--- config.mk ---
export PLATFORM = sky130hd
export DESIGN_NAME = serial_loaded_bank_mapper
export DESIGN_NICKNAME = d
export VERILOG_FILES = /design/src/rtl/core/slbm_pkg.sv /design/src/rtl/core/serial_loaded_bank_mapper.sv /design/src/rtl/core/slbm_cfg.sv /design/src/rtl/core/slbm_ctrl.sv /design/src/rtl/core/slbm_xlate.sv
export SDC_FILE = /design/constraint.sdc
export NUM_CORES = 1
export LEC_CHECK = 0
export BUFFER_PORTS_ARGS = -buffer_cell sky130_fd_sc_hd__buf_2
export CORE_ASPECT_RATIO = 0.8
export CORE_MARGIN = 10
export CORE_UTILIZATION = 51
export DETAILED_ROUTE_END_ITERATION = 7
export PLACE_DENSITY = 0.8
export SYNTH_ARGS = -nofsm -noshare
export SYNTH_HDL_FRONTEND = slang
export SYNTH_SLANG_ARGS = --single-unit
--- constraint.sdc ---
create_clock -name clk_i -period 2.6 [get_ports clk_i]
set_input_delay 0.26 -clock clk_i [delete_from_list [all_inputs] [get_ports clk_i]]
set_output_delay 0.26 -clock clk_i [all_outputs]
set_load 0.1 [all_outputs]
--- src/rtl/core/slbm_pkg.sv ---
// Package with the types and constants of the bank mapper.
`default_nettype none

package slbm_pkg;

  localparam int unsigned PRG_ADDR_BITS_DEF = 18;
  localparam int unsigned CHR_ADDR_BITS_DEF = 17;
  localparam int unsigned MEM_ADDR_W        = 18;
  localparam int unsigned CFG_ADDR_W        = 4;
  localparam int unsigned CFG_DATA_W        = 32;

  typedef enum logic [1:0] {
    CMD_PRG_RD = 2'd0,
    CMD_PRG_WR = 2'd1,
    CMD_CHR_RD = 2'd2,
    CMD_CHR_WR = 2'd3
  } cmd_e;

  typedef enum logic [1:0] {
    TGT_NONE    = 2'd0,
    TGT_PRG_ROM = 2'd1,
    TGT_WRAM    = 2'd2,
    TGT_CHR     = 2'd3
  } target_e;

  typedef enum logic [1:0] {
    REG_PRG_BANK_COUNT = 2'd0,
    REG_CHR_BANK_COUNT = 2'd1,
    REG_CHR_IS_RAM     = 2'd2,
    REG_UNUSED         = 2'd3
  } reg_idx_e;

  // Serial register selected by address bits 14:13 of the fifth write.
  typedef enum logic [1:0] {
    SEL_CONTROL  = 2'd0,
    SEL_CHR_LOW  = 2'd1,
    SEL_CHR_HIGH = 2'd2,
    SEL_PRG_BANK = 2'd3
  } load_sel_e;

  localparam logic [1:0] PRG_MODE_FIX_FIRST = 2'd2;
  localparam logic [1:0] PRG_MODE_FIX_LAST  = 2'd3;
  localparam logic [4:0] SHIFT_EMPTY        = 5'h10;

  typedef struct packed {
    logic [4:0] prg_bank_count;
    logic [5:0] chr_bank_count;
    logic       chr_is_ram;
  } slbm_cfg_t;

  typedef struct packed {
    logic [3:0] prg_bank;
    logic [4:0] chr_bank_low;
    logic [4:0] chr_bank_high;
    logic [1:0] mirror_mode;
    logic [1:0] prg_mode;
    logic       chr_mode;
  } slbm_state_t;

  typedef struct packed {
    target_e                 target;
    logic [MEM_ADDR_W-1:0]   mem_address;
    logic                    write_enable;
    logic [7:0]              write_data;
  } slbm_result_t;

endpackage

`default_nettype wire

--- src/rtl/core/serial_loaded_bank_mapper.sv ---
// Top level of the serial-loaded cartridge bank mapper.
`default_nettype none

// Translates one bus request per clock cycle. A request is captured in an input register, then
// decoded, translated and applied to the serial loader, and its result is captured in the output
// register; a stalled result holds the request in the input register. Throughput is one request
// every cycle; only a stalled result holds the input side. The user must write the size registers
// over the APB port only while no request is in flight; the block itself does not enforce this.

module serial_loaded_bank_mapper
  import slbm_pkg::*;
#(
  parameter int unsigned PRG_ADDR_BITS = PRG_ADDR_BITS_DEF,
  parameter int unsigned CHR_ADDR_BITS = CHR_ADDR_BITS_DEF
) (
  input  wire logic                  clk_i,
  input  wire logic                  rst_ni,
  input  wire logic                  in_valid_i,
  output logic                       in_stall_o,
  input  wire logic [1:0]            command_i,
  input  wire logic [15:0]           address_i,
  input  wire logic [7:0]            data_i,
  output logic                       out_valid_o,
  input  wire logic                  out_stall_i,
  output logic [1:0]                 target_o,
  output logic [MEM_ADDR_W-1:0]      mem_address_o,
  output logic                       write_enable_o,
  output logic [7:0]                 write_data_o,
  output logic [1:0]                 mirroring_o,
  input  wire logic                  psel,
  input  wire logic                  penable,
  input  wire logic                  pwrite,
  input  wire logic [CFG_ADDR_W-1:0] paddr,
  input  wire logic [CFG_DATA_W-1:0] pwdata,
  output logic      [CFG_DATA_W-1:0] prdata,
  output logic                       pready
);

  logic         in_valid_q;
  logic [1:0]   cmd_q;
  logic [15:0]  addr_q;
  logic [7:0]   data_q;
  logic         out_valid_q;
  slbm_result_t res_q;
  logic [1:0]   mirror_q;
  logic         advance;
  logic         fire;
  logic         in_accept;
  slbm_cfg_t    cfg;
  slbm_state_t  state;
  slbm_result_t res_d;
  logic [1:0]   mirror_d;

  assign advance    = !out_valid_q || !out_stall_i;
  assign fire       = in_valid_q && advance;
  assign in_stall_o = in_valid_q && !advance;
  assign in_accept  = in_valid_i && !in_stall_o;

  slbm_cfg u_cfg (
    .clk_i   (clk_i),
    .rst_ni  (rst_ni),
    .psel    (psel),
    .penable (penable),
    .pwrite  (pwrite),
    .paddr   (paddr),
    .pwdata  (pwdata),
    .prdata  (prdata),
    .pready  (pready),
    .cfg_o   (cfg)
  );

  slbm_ctrl u_ctrl (
    .clk_i         (clk_i),
    .rst_ni        (rst_ni),
    .fire_i        (fire),
    .command_i     (cmd_q),
    .address_i     (addr_q),
    .data_i        (data_q),
    .state_o       (state),
    .mirror_next_o (mirror_d)
  );

  slbm_xlate #(
    .PRG_ADDR_BITS (PRG_ADDR_BITS),
    .CHR_ADDR_BITS (CHR_ADDR_BITS)
  ) u_xlate (
    .command_i (cmd_q),
    .address_i (addr_q),
    .data_i    (data_q),
    .state_i   (state),
    .cfg_i     (cfg),
    .result_o  (res_d)
  );

  always_ff @(posedge clk_i or negedge rst_ni) begin
    if (!rst_ni) begin
      in_valid_q  <= 1'b0;
      out_valid_q <= 1'b0;
    end else begin
      if (in_accept) begin
        in_valid_q <= 1'b1;
      end else if (fire) begin
        in_valid_q <= 1'b0;
      end
      if (advance) begin
        out_valid_q <= in_valid_q;
      end
    end
  end

  always_ff @(posedge clk_i) begin
    if (in_accept) begin
      cmd_q  <= command_i;
      addr_q <= address_i;
      data_q <= data_i;
    end
    if (fire) begin
      res_q    <= res_d;
      mirror_q <= mirror_d;
    end
  end

  assign out_valid_o    = out_valid_q;
  assign target_o       = res_q.target;
  assign mem_address_o  = res_q.mem_address;
  assign write_enable_o = res_q.write_enable;
  assign write_data_o   = res_q.write_data;
  assign mirroring_o    = mirror_q;

endmodule

`default_nettype wire

--- src/rtl/core/slbm_cfg.sv ---
// APB register block holding the memory size configuration.
`default_nettype none

module slbm_cfg
  import slbm_pkg::*;
(
  input  wire logic                  clk_i,
  input  wire logic                  rst_ni,
  input  wire logic                  psel,
  input  wire logic                  penable,
  input  wire logic                  pwrite,
  input  wire logic [CFG_ADDR_W-1:0] paddr,
  input  wire logic [CFG_DATA_W-1:0] pwdata,
  output logic      [CFG_DATA_W-1:0] prdata,
  output logic                       pready,
  output slbm_cfg_t                  cfg_o
);

  slbm_cfg_t cfg_q, cfg_d;
  reg_idx_e  idx;
  logic      wr_en;

  assign idx    = reg_idx_e'(paddr[3:2]);
  assign wr_en  = psel & penable & pwrite;
  assign pready = 1'b1;
  assign cfg_o  = cfg_q;

  always_comb begin
    cfg_d = cfg_q;
    if (wr_en) begin
      case (idx)
        REG_PRG_BANK_COUNT: cfg_d.prg_bank_count = pwdata[4:0];
        REG_CHR_BANK_COUNT: cfg_d.chr_bank_count = pwdata[5:0];
        REG_CHR_IS_RAM:     cfg_d.chr_is_ram     = pwdata[0];
        default: ;
      endcase
    end
  end

  always_comb begin
    case (idx)
      REG_PRG_BANK_COUNT: prdata = CFG_DATA_W'(cfg_q.prg_bank_count);
      REG_CHR_BANK_COUNT: prdata = CFG_DATA_W'(cfg_q.chr_bank_count);
      REG_CHR_IS_RAM:     prdata = CFG_DATA_W'(cfg_q.chr_is_ram);
      default:            prdata = '0;
    endcase
  end

  always_ff @(posedge clk_i or negedge rst_ni) begin
    if (!rst_ni) begin
      cfg_q.prg_bank_count <= 5'd16;
      cfg_q.chr_bank_count <= 6'd2;
      cfg_q.chr_is_ram     <= 1'b0;
    end else begin
      cfg_q <= cfg_d;
    end
  end

endmodule

`default_nettype wire

--- src/rtl/core/slbm_ctrl.sv ---
// Serial loader and bank registers of the mapper.
`default_nettype none

module slbm_ctrl
  import slbm_pkg::*;
(
  input  wire logic        clk_i,
  input  wire logic        rst_ni,
  input  wire logic        fire_i,
  input  wire logic [1:0]  command_i,
  input  wire logic [15:0] address_i,
  input  wire logic [7:0]  data_i,
  output slbm_state_t      state_o,
  output logic [1:0]       mirror_next_o
);

  slbm_state_t state_q, state_d;
  logic [4:0]  shift_q, shift_d;
  logic [4:0]  shift_next;
  logic        serial_wr;

  assign serial_wr  = fire_i && (cmd_e'(command_i) == CMD_PRG_WR) && address_i[15];
  assign shift_next = {data_i[0], shift_q[4:1]};

  always_comb begin
    state_d = state_q;
    shift_d = shift_q;
    if (serial_wr) begin
      if (data_i[7]) begin
        shift_d = SHIFT_EMPTY;
      end else if (shift_q[0]) begin
        shift_d = SHIFT_EMPTY;
        case (load_sel_e'(address_i[14:13]))
          SEL_PRG_BANK: state_d.prg_bank      = shift_next[3:0];
          SEL_CHR_HIGH: state_d.chr_bank_high = shift_next;
          SEL_CHR_LOW:  state_d.chr_bank_low  = shift_next;
          default: begin
            state_d.mirror_mode = shift_next[1:0];
            state_d.prg_mode    = shift_next[3:2];
            state_d.chr_mode    = shift_next[4];
          end
        endcase
      end else begin
        shift_d = shift_next;
      end
    end
  end

  always_ff @(posedge clk_i or negedge rst_ni) begin
    if (!rst_ni) begin
      shift_q               <= SHIFT_EMPTY;
      state_q.prg_bank      <= '0;
      state_q.chr_bank_low  <= '0;
      state_q.chr_bank_high <= '0;
      state_q.mirror_mode   <= '0;
      state_q.prg_mode      <= PRG_MODE_FIX_LAST;
      state_q.chr_mode      <= 1'b0;
    end else begin
      shift_q <= shift_d;
      state_q <= state_d;
    end
  end

  assign state_o       = state_q;
  assign mirror_next_o = state_d.mirror_mode;

endmodule

`default_nettype wire

--- src/rtl/core/slbm_xlate.sv ---
// Address decode and bank translation of one bus request.
`default_nettype none

module slbm_xlate
  import slbm_pkg::*;
#(
  parameter int unsigned PRG_ADDR_BITS = PRG_ADDR_BITS_DEF,
  parameter int unsigned CHR_ADDR_BITS = CHR_ADDR_BITS_DEF
) (
  input  wire logic [1:0]  command_i,
  input  wire logic [15:0] address_i,
  input  wire logic [7:0]  data_i,
  input  slbm_state_t      state_i,
  input  slbm_cfg_t        cfg_i,
  output slbm_result_t     result_o
);

  logic [18:0]              prg_mask;
  logic [18:0]              prg_base;
  logic [18:0]              prg_sum;
  logic [PRG_ADDR_BITS-1:0] prg_addr;
  logic [17:0]              chr_mask;
  logic [4:0]               chr_bank;
  logic [16:0]              chr_raw;
  logic [CHR_ADDR_BITS-1:0] chr_addr;
  logic                     prg_half;
  logic                     chr_half;
  logic                     in_wram;

  assign prg_half = address_i[14];
  assign chr_half = address_i[12];
  assign in_wram  = (address_i[15:13] == 3'b011);

  assign prg_mask = {cfg_i.prg_bank_count, 14'd0} - 19'd1;
  assign chr_mask = {cfg_i.chr_bank_count, 12'd0} - 18'd1;

  always_comb begin
    case (state_i.prg_mode)
      PRG_MODE_FIX_FIRST:
        prg_base = prg_half ? {1'b0, state_i.prg_bank, 14'd0} : 19'd0;
      PRG_MODE_FIX_LAST:
        prg_base = prg_half ? {cfg_i.prg_bank_count - 5'd1, 14'd0}
                            : {1'b0, state_i.prg_bank, 14'd0};
      default:
        prg_base = prg_half ? {1'b0, state_i.prg_bank | 4'h1, 14'd0}
                            : {1'b0, state_i.prg_bank & 4'hE, 14'd0};
    endcase
  end

  assign prg_sum  = prg_base + {5'd0, address_i[13:0]};
  assign prg_addr = prg_sum[PRG_ADDR_BITS-1:0] & prg_mask[PRG_ADDR_BITS-1:0];

  always_comb begin
    if (!state_i.chr_mode) begin
      chr_bank = chr_half ? (state_i.chr_bank_low | 5'h01)
                          : (state_i.chr_bank_low & 5'h1E);
    end else begin
      chr_bank = chr_half ? state_i.chr_bank_high : state_i.chr_bank_low;
    end
  end

  assign chr_raw  = {chr_bank, address_i[11:0]};
  assign chr_addr = chr_raw[CHR_ADDR_BITS-1:0] & chr_mask[CHR_ADDR_BITS-1:0];

  always_comb begin
    result_o.target       = TGT_NONE;
    result_o.mem_address  = '0;
    result_o.write_enable = 1'b0;
    case (cmd_e'(command_i))
      CMD_PRG_RD: begin
        if (address_i[15]) begin
          result_o.target      = TGT_PRG_ROM;
          result_o.mem_address = MEM_ADDR_W'(prg_addr);
        end else if (in_wram) begin
          result_o.target      = TGT_WRAM;
          result_o.mem_address = MEM_ADDR_W'(address_i[12:0]);
        end
      end
      CMD_PRG_WR: begin
        if (!address_i[15] && in_wram) begin
          result_o.target       = TGT_WRAM;
          result_o.mem_address  = MEM_ADDR_W'(address_i[12:0]);
          result_o.write_enable = 1'b1;
        end
      end
      CMD_CHR_RD: begin
        result_o.target      = TGT_CHR;
        result_o.mem_address = MEM_ADDR_W'(chr_addr);
      end
      default: begin
        if (cfg_i.chr_is_ram) begin
          result_o.target       = TGT_CHR;
          result_o.mem_address  = MEM_ADDR_W'(chr_addr);
          result_o.write_enable = 1'b1;
        end
      end
    endcase
    result_o.write_data = result_o.write_enable ? data_i : 8'd0;
  end

endmodule

`default_nettype wire

==> flow_metrics.py <==
metrics = {
    "placed_design": {
        "portBuffers": 79,
        "post-dp-hpwl_mm": 6.193,
        "numPlacedInstances": 465,
        "gp_congestion": 0.7571,
    },
    "timing": {
        "hold_violations": 0,
        "slew_headroom_pct": 42.27,
        "drv_slew": 0,
        "skew_ns": 0.007656,
        "setup_viol": 0,
        "min_period_ns": 2.097,
        "finalCritPeriodShare_pct": 80.64,
        "whs_ns": 0.01228,
        "setup_tns_ns": 0,
        "worst_pin_slew_ns": 0.8660,
        "rsz0062_at_grt": "false",
        "fmax_mhz": 477.0,
    },
    "critical_path": {
        "required_ns": 2.70,
        "ff2ff_setup_slack_ns": 0.50,
        "arrival_ns": 2.20,
        "crit_path_end_kind": "flop",
        "rr_startpoint": "cmd_q[1]$_DFFE_PP_",
        "cp_max_fo": 9,
        "r2r_end": "mirroring_o[0]$_DFFE_PP_",
        "crit_end": "mirroring_o[0]$_DFFE_PP_",
        "reg2reg_depth": 3,
        "critical_path_class": "flop to flop",
        "cp-start-kind": "flop",
        "critPathLaunch": "cmd_q[1]$_DFFE_PP_",
    },
    "cts": {
        "ctsHoldBuffers": 0,
        "post_cts_resized": 0,
        "cts_root_buf": "clkbuf_8",
        "cts_max_path_buffers": 2,
        "numClockSinks": 95,
        "cts_tree": "built",
        "cts.clk_slew.worst_paths_ns": 0.08,
        "htree_levels": 3,
        "cts_setup_buffers": 0,
        "clk_latency_ns": 0.35,
        "cts_inserted_buffers": 9,
    },
    "die": {
        "rows": 29,
        "dieWidth_um": 120.8,
        "io_pins": 135,
        "die_area_mm2": 0.01217,
        "core_area_mm2": 0.007910,
        "start_util_pct": 52.45,
        "die_h_um": 100.7,
    },
    "synthesis": {
        "synth_top_family_by_area": "multiplexers",
        "seq_area_frac_synth_pct": 64.32,
        "synthArstFlopShare_pct": 40.00,
        "synth_seq_cells": 95,
        "netlist_instances": 285,
        "synth_compound_area_share_pct": 2.805,
        "synthTopCellsByCount": "edfxtp_1, dfrtp_1, mux2_2",
        "netlist_area_mm2": 0.004149,
        "yosys.area.top_type": "edfxtp_1",
        "synth-xor-area-share_pct": 1.055,
        "yosys-top-cells-area": "edfxtp_1, dfrtp_1, mux2_2",
        "yosys_warnings": 0,
        "yosysTopAreaCellShare_pct": 41.25,
        "synthSimpleGateAreaFrac_pct": 12.06,
        "synth.distinct_cells": 47,
        "synth.most_common_cell": "edfxtp_1",
        "syn_area_per_cell_um2": 14.56,
        "synth_fa_ha_area_share_pct": 0.6031,
        "synth_edf_count": 57,
        "synth_ff_type": "edfxtp_1",
        "synthMuxAreaShare_pct": 12.30,
    },
    "finish": {
        "fin_util_pct": 60.25,
        "final_cells": 481,
        "antennaDiodeCount": 0,
        "nNetsFinal": 439,
        "drive_gt1_share_pct": 37.53,
        "syn2layout_area_growth_pct": 14.87,
    },
    "global_route": {
        "gr-usage-met1_pct": 15.62,
        "antenna_found_initial": 0,
        "grt_first_pass_wirelength_mm": 13.14,
        "grt_usage_pct": 13.76,
        "gr-total-overflow": 0,
        "grt_pass1_vias": 2513,
        "grtUsageMet2_pct": 22.89,
        "grtUsageMet3_pct": 5.655,
        "grt_max_degree": 39,
        "gr-max-usage-layer": "met2",
    },
    "detailed_routing": {
        "ant_nets": 0,
        "dr_total_vias": 2409,
        "drtIter0Drc": 121,
        "drc": 0,
        "routedWlPerCell_um": 17.26,
        "firstDrtPassIters": 5,
        "vias_per_cell": 5.008,
        "wl_mm": 8.301,
    },
    "pwr": {
        "power-per-cell-area_mw_per_mm2": 830.0,
        "p_int_mw": 2.556,
        "p_leak_nw": 2.128,
        "p_switching_mw": 1.399,
        "power_frac_clock_pct": 25.5,
        "comb_power_share_pct": 25.4,
        "vdd_ir_drop_max_mv": 0.4321,
        "switching_share_pct": 35.38,
        "p_total_mw": 3.955,
        "seqPwrFrac_pct": 49.1,
    },
    "job": {
        "drv_cap": 0,
    },
    "hold_path": {
        "hold_path.class": "input port to async pin",
    },
    "status": {
        "status": "complete, no violations",
    },
}
-- power groups by stage --
stage / combinational [mW] / sequential, mW / clock (mW)
global placement: 0.985 / 1.96 / 0
global route: 1.06 / 1.96 / 1.09
finish: 1.00 / 1.94 / 1.01
detailed placement: 1.01 / 1.97 / 0
floorplan: 0.592 / 2.23 / 0
CTS: 1.01 / 1.94 / 1.02
-- cell families (layout without fill, tap and decap cells) --
logic type | count (synthesis) | in the layout
AO/OA/AOI/OAI | 18 | 18
XOR/XNOR | 5 | 5
adder cells (fa/ha/maj) | 2 | 2
buffers and inverters | 44 | 107
flip-flops | 95 | 95
multiplexers | 45 | 45
other | 2 | 27
AND/OR/NAND/NOR | 74 | 74
-- area by class of cell --
type                       instances  area (um^2)
sequential                        95         2669
tap                              108        135.1
clock inverter                     5        73.82
fill                             620         3144
timing repair buffer              82        417.9
multi-input combinational        171         1305
clock buffer                      11        131.4
inverter                           9        33.78
-- worst min-delay path by stage --
stage | end | from | depth (start not counted)
after floorplan | in_valid_q$_DFFE_PN0P_ | rst_ni | 0
after global placement | u_cfg.cfg_o[6]$_DFFE_PN0P_ | rst_ni | 1
after detailed placement | u_cfg.cfg_o[5]$_DFFE_PN0P_ | rst_ni | 1
after CTS | in_valid_q$_DFFE_PN0P_ | rst_ni | 1
after global routing | u_cfg.cfg_o[1]$_DFFE_PN0P_ | rst_ni | 1
final | u_cfg.cfg_o[4]$_DFFE_PN0P_ | rst_ni | 1
-- state kept, by name, summed over array words and instances, names as in the netlist --
name	cells
u_ctrl.state_o	19
write_data_o	8
mirroring_o	2
out_valid_o	1
in_valid_q	1
target_o	2
cmd_q	2
u_ctrl.shift_q	5
write_enable_o	1
addr_q	16
mem_address_o	18
u_cfg.cfg_o	12
data_q	8
-- layout by cell type (no fill, tap or decap), drive strengths merged, types with 2 or more instances in the layout --
master / synthesis / final
a21oi: 4 / 4
and2: 22 / 22
and3: 2 / 2
and3b: 2 / 2
buf: 30 / 82
bufinv: 0 / 2
clkbuf: 5 / 11
clkinv: 0 / 3
conb: 2 / 27
dfrtp: 33 / 33
dfstp: 5 / 5
edfxtp: 57 / 57
ha: 2 / 2
inv: 9 / 9
mux2: 33 / 33
mux2i: 12 / 12
nand2: 11 / 11
nand2b: 7 / 7
nand3: 3 / 3
nand3b: 2 / 2
nor2: 6 / 6
nor3: 3 / 3
nor3b: 4 / 4
nor4: 3 / 3
o21ai: 4 / 4
o31ai: 2 / 2
o32ai: 2 / 2
or3: 2 / 2
xnor2: 3 / 3
xor2: 2 / 2
-- through the flow --
step                instance area, um^2  setup WS, ns
global placement                   4561        0.5460
global route                       4766        0.4435
finish                             4766        0.5034
detailed placement                 4561        0.5274
floorplan                          4250       0.06138
CTS                                4766        0.4959
-- worst max-delay path: stages, from the launching register on --
cell,delay (ns)
edfxtp_1,0.52
nand2b_4,0.24
or4b_1,0.72
mux2_4,0.37
-- metal layers --
metal	vias to the layer above	part of all wire, %
li1	1132	-
met1	1176	40
met2	93	50
met3	8	8.9
met4	0	0.83
met5	-	0
(Power assumes the default switching activity.)
